`config.mk`:
```
export PLATFORM = sky130hd
export DESIGN_NAME = lzss_ctrl
export DESIGN_NICKNAME = d
export VERILOG_FILES = /design/src/rtl/core/assert_macros.svh /design/src/rtl/core/lzss_pkg.sv /design/src/rtl/core/lzss_ctrl.sv
export SDC_FILE = /design/constraint.sdc
export NUM_CORES = 1
export LEC_CHECK = 0
export BUFFER_PORTS_ARGS = -buffer_cell sky130_fd_sc_hd__buf_2
export CELL_PAD_IN_SITES_DETAIL_PLACEMENT = 1
export CELL_PAD_IN_SITES_GLOBAL_PLACEMENT = 1
export CORE_AREA = 2 2 39 41
export CTS_CLUSTER_SIZE = 16
export DETAILED_ROUTE_END_ITERATION = 7
export DIE_AREA = 0 0 41 43
export GPL_TIMING_DRIVEN = 0
export HOLD_SLACK_MARGIN = 0.05
export PLACE_DENSITY = 0.67
export SETUP_SLACK_MARGIN = 0.02
export SLEW_MARGIN = 20
export SYNTH_ARGS = -nofsm -noshare
export SYNTH_HDL_FRONTEND = slang
export SYNTH_SLANG_ARGS = --single-unit
```
`constraint.sdc`:
```
create_clock -name clk -period 3.45 [get_ports clk]
set_input_delay 0.345 -clock clk [delete_from_list [all_inputs] [get_ports clk]]
set_output_delay 0.345 -clock clk [all_outputs]
set_load 0.01 [all_outputs]
```
`src/rtl/core/assert_macros.svh`:
```
// Assertion helpers used by lzss_dp.
`ifndef ASSERT_MACROS_SVH
`define ASSERT_MACROS_SVH

// Checked at every clock edge outside reset.
`define LZ_ASSERT(label, prop, msg) \
	label: assert property (@(posedge clk) disable iff (!arst_n) prop) else $error(msg);

// Checked at every clock edge, reset included.
`define LZ_ASSERT_ALWAYS(label, prop, msg) \
	label: assert property (@(posedge clk) prop) else $error(msg);

`endif

```
`src/rtl/core/lzss_pkg.sv`:
```
package lzss_pkg;

	localparam logic [7:0] FILL_BYTE    = 8'h20;
	localparam int         MAX_RUN      = 18;
	localparam int         PAIR_MIN_LEN = 3;
	localparam logic [3:0] FLAG_ITEMS   = 4'd8;

	typedef enum logic [2:0] {
		ST_CLEAR,
		ST_IDLE,
		ST_LIT,
		ST_RD,
		ST_CP
	} state_t;

	typedef struct packed {
		logic clr;
		logic take_flag;
		logic take_low;
		logic take_high;
		logic take_lit;
		logic emit_lit;
		logic emit_copy;
		logic rd;
	} cmd_t;

	typedef struct packed {
		logic need_flag;
		logic await_high;
		logic lit_flag;
		logic clr_last;
		logic run_done;
		logic slot_free;
	} sts_t;

endpackage

```
`src/rtl/core/lzss_ctrl.sv`:
```
module lzss_ctrl
	import lzss_pkg::*;
(
	input  logic clk,
	input  logic arst_n,
	input  logic in_valid,
	output logic in_ready,
	input  sts_t sts,
	output cmd_t cmd
);

	state_t state_q, state_d;

	always_ff @(posedge clk or negedge arst_n) begin
		if (!arst_n) begin
			state_q <= ST_CLEAR;
		end else begin
			state_q <= state_d;
		end
	end

	always_comb begin
		state_d = state_q;
		unique case (state_q)
			ST_CLEAR: begin
				if (sts.clr_last) state_d = ST_IDLE;
			end
			ST_IDLE: begin
				if (in_valid && !sts.need_flag) begin
					if (sts.await_high) state_d = ST_RD;
					else if (sts.lit_flag) state_d = ST_LIT;
				end
			end
			ST_LIT: begin
				if (sts.slot_free) state_d = ST_IDLE;
			end
			ST_RD: begin
				state_d = ST_CP;
			end
			ST_CP: begin
				if (sts.slot_free && sts.run_done) state_d = ST_IDLE;
			end
			default: state_d = ST_CLEAR;
		endcase
	end

	always_comb begin
		cmd      = '0;
		in_ready = 1'b0;
		unique case (state_q)
			ST_CLEAR: begin
				cmd.clr = 1'b1;
			end
			ST_IDLE: begin
				in_ready = 1'b1;
				if (in_valid) begin
					if (sts.need_flag) cmd.take_flag = 1'b1;
					else if (sts.await_high) cmd.take_high = 1'b1;
					else if (sts.lit_flag) cmd.take_lit = 1'b1;
					else cmd.take_low = 1'b1;
				end
			end
			ST_LIT: begin
				cmd.emit_lit = sts.slot_free;
			end
			ST_RD: begin
				cmd.rd = 1'b1;
			end
			ST_CP: begin
				cmd.emit_copy = sts.slot_free;
				cmd.rd        = sts.slot_free && !sts.run_done;
			end
			default: ;
		endcase
	end

endmodule

```
# Word level (Yosys, flattened, before mapping)
# Cells that the tools add are included.
# Widths: inputs -> output; s select.
[op_classes]
n_eq_ne = 9
mux = 21
n_reduce_logical = 7
[op_table]
columns = ["operator", "n"]
rows = [
  ["$mux 3", 7],
  ["$pmux 3 s5", 1],
  ["$mux 1", 10],
  ["$mux 4", 2],
  ["$ne 2x2->1 const B", 4],
  ["$eq 3x2->1 const B", 2],
  ["$reduce_and 5->1", 1],
  ["$eq 3x1->1 const B", 1],
  ["$eq 3x3->1 const B", 1],
  ["$logic_and 1x1->1", 3],
  ["$logic_not 3->1", 1],
  ["$ne 3x3->1 const B", 1],
  ["$logic_not 1->1", 2],
  ["$pmux 1 s2", 1],
]
[word_totals]
register_bits = 3
elab_cells = 38

# Longest topological paths before layout
# Gate-level depths: netlist of run 1.
[logic_depth]
depth_word = 5
mapped_depth = 5
depth_no_buf = 4

# Worst setup path after synthesis of run 1
# OpenSTA, ideal clock, no wires.
[synth_timing]
path_type = "reg2out"
startpoint = "register state_q[1]"
endpoint = "output cmd[5] in the netlist's numbering"
t_arrival_ps = 1181
t_required_ps = 3105
setup_slack_ps = 1924
path_stages_with_launch = 5
cell_sequence = "dfrtp_1 -> buf_6 -> nor3b_4 -> nand3b_2 -> nor3_1"
[synth_rtl]
columns = ["item", "line", "source"]
rows = [
  ["start: declaration", "lzss_ctrl.sv:12", "state_t state_q, state_d;"],
  ["start signal: assignment", "lzss_ctrl.sv:18", "state_q <= state_d;"],
  ["end: declaration", "lzss_ctrl.sv:9", "output cmd_t cmd"],
]

==> results of run 1 <==
power breakdown:
group	internal, µW	switching (µW)
clock network	43.4	19.5
logic	125	132
registers	52.5	15.1
cell type report:
class,count,area (µm²),share of cell area
tap,16,20.0,0.0422
inverter,3,11.3,0.0237
multi-input combinational,32,213,0.449
timing repair buffer,18,95.1,0.201
clock buffer,4,26.3,0.0554
sequential,3,75.1,0.158
buffer,3,33.8,0.0712
how the worst max path moves through the flow:
| stage | to | cells past startpoint | slack (ns) | from |
|---|---|---|---|---|
| 6_report | cmd[3] | 5 | 1.65 | state_q[1] |
| 5_1_grt | cmd[3] | 5 | 1.54 | state_q[1] |
| 4_1_cts | cmd[3] | 5 | 1.62 | state_q[1] |
| 3_5_place_dp | cmd[3] | 5 | 1.88 | state_q[1] |
| 3_3_place_gp | cmd[3] | 5 | 1.90 | state_q[1] |
| 2_1_floorplan | cmd[5] | 4 | 1.92 | state_q[1] |
worst reg2reg max path, stage by stage (launching register included):
cell and delay [ns]:
dfrtp_1 0.39, nor3b_1 0.16, o21ai_2 0.14, nand3_2 0.09
o31a_1 0.30
per-stage QoR:
step / instances / hold slack [ns] / area, µm² / total power [µW]
after CTS: 79 / 0.432 / 474 / 395
after global placement: 74 / 0.138 / 438 / 326
final: 79 / 0.435 / 474 / 387
after floorplan: 41 / 0.0494 / 333 / 262
after global routing: 79 / 0.452 / 474 / 419
after detailed placement: 74 / 0.144 / 438 / 327
per-layer routing:
layer  wire [µm]  vias to the layer above
li1            -                      185
met1         347                      165
met2         420                       16
met3          67                        2
met4          18                        0
met5           0                        -
logic make-up after synthesis:
kind of cell,synth area share
buffers and inverters,0.135
AND/OR/NAND/NOR,0.481
AO/OA/AOI/OAI,0.128
flip-flops,0.226
multiplexers,0.0301
synth_stat cells:
library cell	instances
a21oi_1	2
and3_1	1
and4bb_2	1
buf_6	3
dfrtp_1	3
inv_1	3
mux2i_1	1
nand2_1	2
nand2b_1	1
nand3_1	4
nand3_2	1
nand3b_1	1
nand3b_2	1
nor2_1	5
nor2_2	1
nor3_1	3
nor3b_1	1
nor3b_2	1
nor3b_4	1
o21ai_0	2
o21ai_1	1
o21ai_2	1
o31a_1	1
what timing repair did:
| action | in CTS | in global routing |
|---|---|---|
| buffers inserted | 0 | 0 |
| hold buffers | 1 | 0 |
| endpoints found under the hold margin | 3 | 0 |
==> flow_summary_export.csv, run 1 <==
group,metric,value,unit
floorplan,dieArea,1760,µm²
power,power_density,816,nW/µm²
route,drtPass1Iterations,2,
logic_synthesis,synth.top_cells.by_area,"dfrtp_1 (23%), buf_6 (10%), nand3_1 (6.0%), nor2_1 (5.6%), nor3b_4 (5.6%)",
timing,setup_tns,0,ns
finish,layout_commonest_cell,"buf_2",
finish,largest_reg_flops,3,
logic_synthesis,synth.distinct_cells,23,
floorplan,coreArea,1380,µm²
timing,setup_viol,0,
setup_path,cp_max_fo,9,
global_route,grt_pass1_vias,326,
setup_path,r2r-end,"state_q[0]",
finish,regMostFlops,"state_q",
place,dp_hpwl,681,µm
place,portBuffers,17,
route,ant_nets,0,
logic_synthesis,ys_seq_area_frac,0.226,
setup_path,worst_r2r_path_depth,4,
logic_synthesis,syn-num-nets,50,
finish,fin_nets,73,
clocking,cts_max_level,1,
clocking,clk_pin_slew,0.04,ns
min_path,hp-class,"input port to async pin",
finish,drive_above_1_share,0.476,
logic_synthesis,synth_area_leader_cell,"dfrtp_1",
setup_path,crit_required,3.11,ns
floorplan,rows,14,
clocking,cts-root-buf,"clkbuf_4",
timing,layout_min_cycle_time,1.80,ns
status,outcome,"complete, no violations",
clocking,cts_buffers,3,
logic_synthesis,netlist_instances,41,
global_route,overflow,0,
setup_path,startpoint_type,"register",
global_route,grtUsageTotal,0.106,
timing,slew_viol_final,0,
power,p_leak,0.000253,µW
route,viasPerCell,4.66,
route,dr.first_iter.drc_count,3,
logic_synthesis,ys_seq_elements,3,
floorplan,io_pins,18,
place,place.gp.congestion,0.657,
global_route,grt_start_max_net_pins,11,
route,drc,0,
setup_path,critical_path.top_delay_family,"simple AND/OR/NAND/NOR gates",
logic_synthesis,yosys_warnings,0,
global_route,busiest_layer,"met2",
timing,fin_skew,0.00158,ns
logic_synthesis,synth_area,333,µm²
clocking,insertion_delay,0.24,ns
finish,layout_common_cells,"buf_2 (17), nor2_1 (5), nand3_1 (4)",
route,wl_per_cell,10.8,µm
timing,fin_ws,1.65,ns
floorplan,dieWidth,41,µm
global_route,grt_first_pass_wirelength,1210,µm
setup_path,cp_slowest_cell,"dfrtp_1",
floorplan,start_util,0.241,
setup_path,crit_buf_inv,2,
finish,n_fill_cell,188,
setup_path,r2r_start,"state_q[0]",
global_route,use_met3,0.0157,
setup_path,arrival,1.45,ns
setup_path,path_cells,"buf_6 > nor3b_4 > nand3b_2 > nor3b_2 > buf_2",
timing,worstMarginPinSlew,0.245,ns
timing,final-hold-violation-count,0,
logic_synthesis,synth_top_area_frac,0.226,
logic_synthesis,avgSynthCellArea,8.12,µm²
route,wl,853,µm
finish,area_growth,42.5,%
setup_path,rrSetupSlack,2.25,ns
clocking,cts-resized-gates,0,
place,dp_worst_setup_slack,1.88,ns
finish,num_antenna_cells,0,
finish,final_core_util,0.343,
timing,fin_crit_sh,0.522,
finish,top_regs,"state_q: 3 flops",
timing,rsz0062_at_grt,"false",
global_route,grt_util_met1,0.101,
route,vias,368,
clocking,cts_buffer_depth,2,
clocking,tritoncts,"built",
run,cap_violations,0,
floorplan,die_h,43,µm
power,ir_drop,0.000249,V
timing,fmax,556,MHz
setup_path,max_stage_delay,0.36,ns
setup_path,crit_path_end_kind,"output port",
clocking,cts.sinks,3,
timing,slew-limit-headroom,0.836,
global_route,use_met2,0.175,
global_route,grt_antenna_before_repair,0,
setup_path,criticalPathCategory,"register to output port",
(Power assumes the default switching activity.)
==> run 2, diff against run 1 <==
- ABC_AREA: unset -> 1
- CORE_AREA: 2 2 39 41 -> unset
- CORE_UTILIZATION: unset -> 21
- DIE_AREA: 0 0 41 43 -> unset
- clock period: 3.45 -> 1.6 ns (I/O delays scaled with it)
==> run 2 against run 1 <==
Net effect:
- clock power is 100% higher
- die area is 11% lower
- largest power group unchanged
- global-route usage is 0.48 points higher
- power is 84% higher
- non-clock buffer count is 3 lower
- final cell count is 13% higher
- worst setup slack worse by 1.5 ns
- core utilization is 0.71 points lower
- routed wire length is 5.6% lower
- synthesized cell count is 27% higher
==> flow_summary_export.csv, run 2 <==
group,metric,value,unit
route,wl_per_cell,9.04,µm
route,ant_nets,0,
timing,final-hold-violation-count,0,
place,place.gp.congestion,0.781,
route,drtPass1Iterations,1,
clocking,cts_buffers,3,
timing,rsz0062_at_grt,"false",
global_route,grtUsageTotal,0.111,
route,viasPerCell,4.35,
setup_path,crit_buf_inv,1,
setup_path,crit_path_end_kind,"output port",
global_route,grt_pass1_vias,302,
route,dr.first_iter.drc_count,0,
setup_path,critical_path.top_delay_family,"flip-flops",
setup_path,r2r_start,"state_q[0]",
floorplan,dieWidth,39.6,µm
logic_synthesis,ys_seq_area_frac,0.253,
logic_synthesis,ys_seq_elements,3,
finish,layout_commonest_cell,"buf_2",
timing,layout_min_cycle_time,1.48,ns
min_path,hp-class,"input port to async pin",
floorplan,die_h,39.6,µm
setup_path,max_stage_delay,0.45,ns
setup_path,criticalPathCategory,"register to output port",
logic_synthesis,synth_top_area_frac,0.253,
clocking,insertion_delay,0.23,ns
logic_synthesis,syn-num-nets,61,
finish,num_antenna_cells,0,
timing,setup_viol,0,
finish,regMostFlops,"state_q",
finish,layout_common_cells,"buf_2 (17), nand2_1 (14), nor2_1 (10)",
route,drc,0,
floorplan,io_pins,18,
global_route,grt_start_max_net_pins,8,
setup_path,cp_max_fo,7,
clocking,cts.sinks,3,
place,dp.cells,84,
route,wl,805,µm
run,cap_violations,0,
global_route,grt_first_pass_wirelength,1190,µm
logic_synthesis,async_flop_share,1.00,
logic_synthesis,synth_area,297,µm²
status,outcome,"complete, no violations",
floorplan,start_util,0.228,
timing,slew-limit-headroom,0.837,
timing,worstMarginPinSlew,0.245,ns
clocking,cts-root-buf,"clkbuf_4",
setup_path,cp-startpoint,"state_q[0]",
place,portBuffers,17,
logic_synthesis,synth_top_cells_by_count,"nand2_1 (14), nor2_1 (10), inv_1 (8)",
logic_synthesis,synth.top_cells.by_area,"dfrtp_1 (25%), nand2_1 (18%), nor2_1 (13%), inv_1 (10%), nand3_2 (6.8%)",
place,dp_hpwl,692,µm
floorplan,rows,13,
timing,fin_crit_sh,0.922,
clocking,tritoncts,"built",
timing,setup_tns,0,ns
finish,design_area,437,µm²
finish,drive_above_1_share,0.365,
clocking,clk_pin_slew,0.04,ns
finish,area_growth,47.3,%
logic_synthesis,synth.distinct_cells,15,
global_route,grt_antenna_before_repair,0,
floorplan,coreArea,1300,µm²
power,p_leak,0.000279,µW
timing,fmax,678,MHz
finish,fin_nets,84,
finish,largest_reg_flops,3,
logic_synthesis,synth_area_leader_cell,"dfrtp_1",
logic_synthesis,synthFlopType,"dfrtp_1",
setup_path,cp_slowest_cell,"dfrtp_1",
clocking,cts_max_level,1,
clocking,cts_buffer_depth,2,
floorplan,dieArea,1570,µm²
logic_synthesis,synth_edf_count,0,
setup_path,arrival,1.32,ns
logic_synthesis,yosys_warnings,0,
timing,fin_skew,0.00194,ns
setup_path,startpoint_type,"register",
finish,final_cells,89,
logic_synthesis,netlist_instances,52,
clocking,cts-resized-gates,0,
finish,top_regs,"state_q: 3 flops",
route,vias,387,
timing,slew_viol_final,0,
place,dpl_cell_area,400,µm²
logic_synthesis,avgSynthCellArea,5.70,µm²
logic_synthesis,synth_most_common_cell,"nand2_1",
power,power_density,1630,nW/µm²
setup_path,path_cells,"nor2_1 > nand2_1 > o31ai_1 > buf_2",
power,ir_drop,0.000814,V
global_route,overflow,0,
setup_path,crit_required,1.44,ns
==> run 2: changes by cell type after synthesis, sizes merged, moves of 2 or more <==
cell and change:
nand2 +12, buf -3, nor2 +6, a21oi -2, nor3 -2, nor3b -3
inv +8
==> run 2: worst paths after layout <==
check                      slack, ns  cells past startpoint    endpoint
setup / recovery                0.12                      4      cmd[0]
hold / removal                  0.26                      2  state_q[1]
setup reg to reg                0.41                      6  state_q[1]
hold reg to reg                 0.63                      2  state_q[0]
max in group asynchronous       1.24                      2  state_q[0]
min in group clk                0.30                      4  state_q[2]
==> run 2: per-layer routing <==
layer | share of wire | vias up | GRT usage | wire (µm)
li1 | - | 204 | - | -
met1 | 0.49 | 178 | 0.143 | 398
met2 | 0.49 | 5 | 0.189 | 396
met3 | 0.014 | 0 | 0.0170 | 11
met4 | 0 | 0 | 0.0259 | 0
met5 | 0 | - | 0 | 0
==> run 2: final cells by class <==
class / instances / area [µm²]
clock buffer: 4 / 26.3
fill: 185 / 865
inverter: 11 / 41.3
multi-input combinational: 38 / 180
sequential: 3 / 75.1
tap: 15 / 18.8
timing repair buffer: 18 / 95.1
==> run 2: cell families after synthesis <==
group / synth area share
buffers and inverters: 0.139
and+or+nand+nor: 0.532
AOI/OAI and AO/OA: 0.0759
DFF: 0.253
==> run 2: report_power, final <==
group	total, µW	internal, µW	switching, µW
Combinational	420	158	261
Sequential	163	111	51.8
Clock	129	93.3	36.0
Total	712	362	349
==> run 2: repair_timing <==
| item | in CTS | in global routing |
|---|---|---|
| hold buffers | 1 | 0 |
| hold endpoints to repair | 3 | 0 |
| buffers inserted | 0 | 0 |
==> run 2: per-stage QoR <==
stage | worst slack [ns] | hold WS (ns) | util | total power [µW]
2_1_floorplan | 0.448 | -0.136 | - | 459
3_3_place_gp | 0.367 | -0.0429 | 0.308 | 586
3_5_place_dp | 0.353 | -0.0431 | 0.308 | 589
4_1_cts | 0.108 | 0.247 | 0.336 | 728
5_1_grt | 0.0364 | 0.265 | 0.336 | 795
6_report | 0.124 | 0.256 | 0.336 | 712
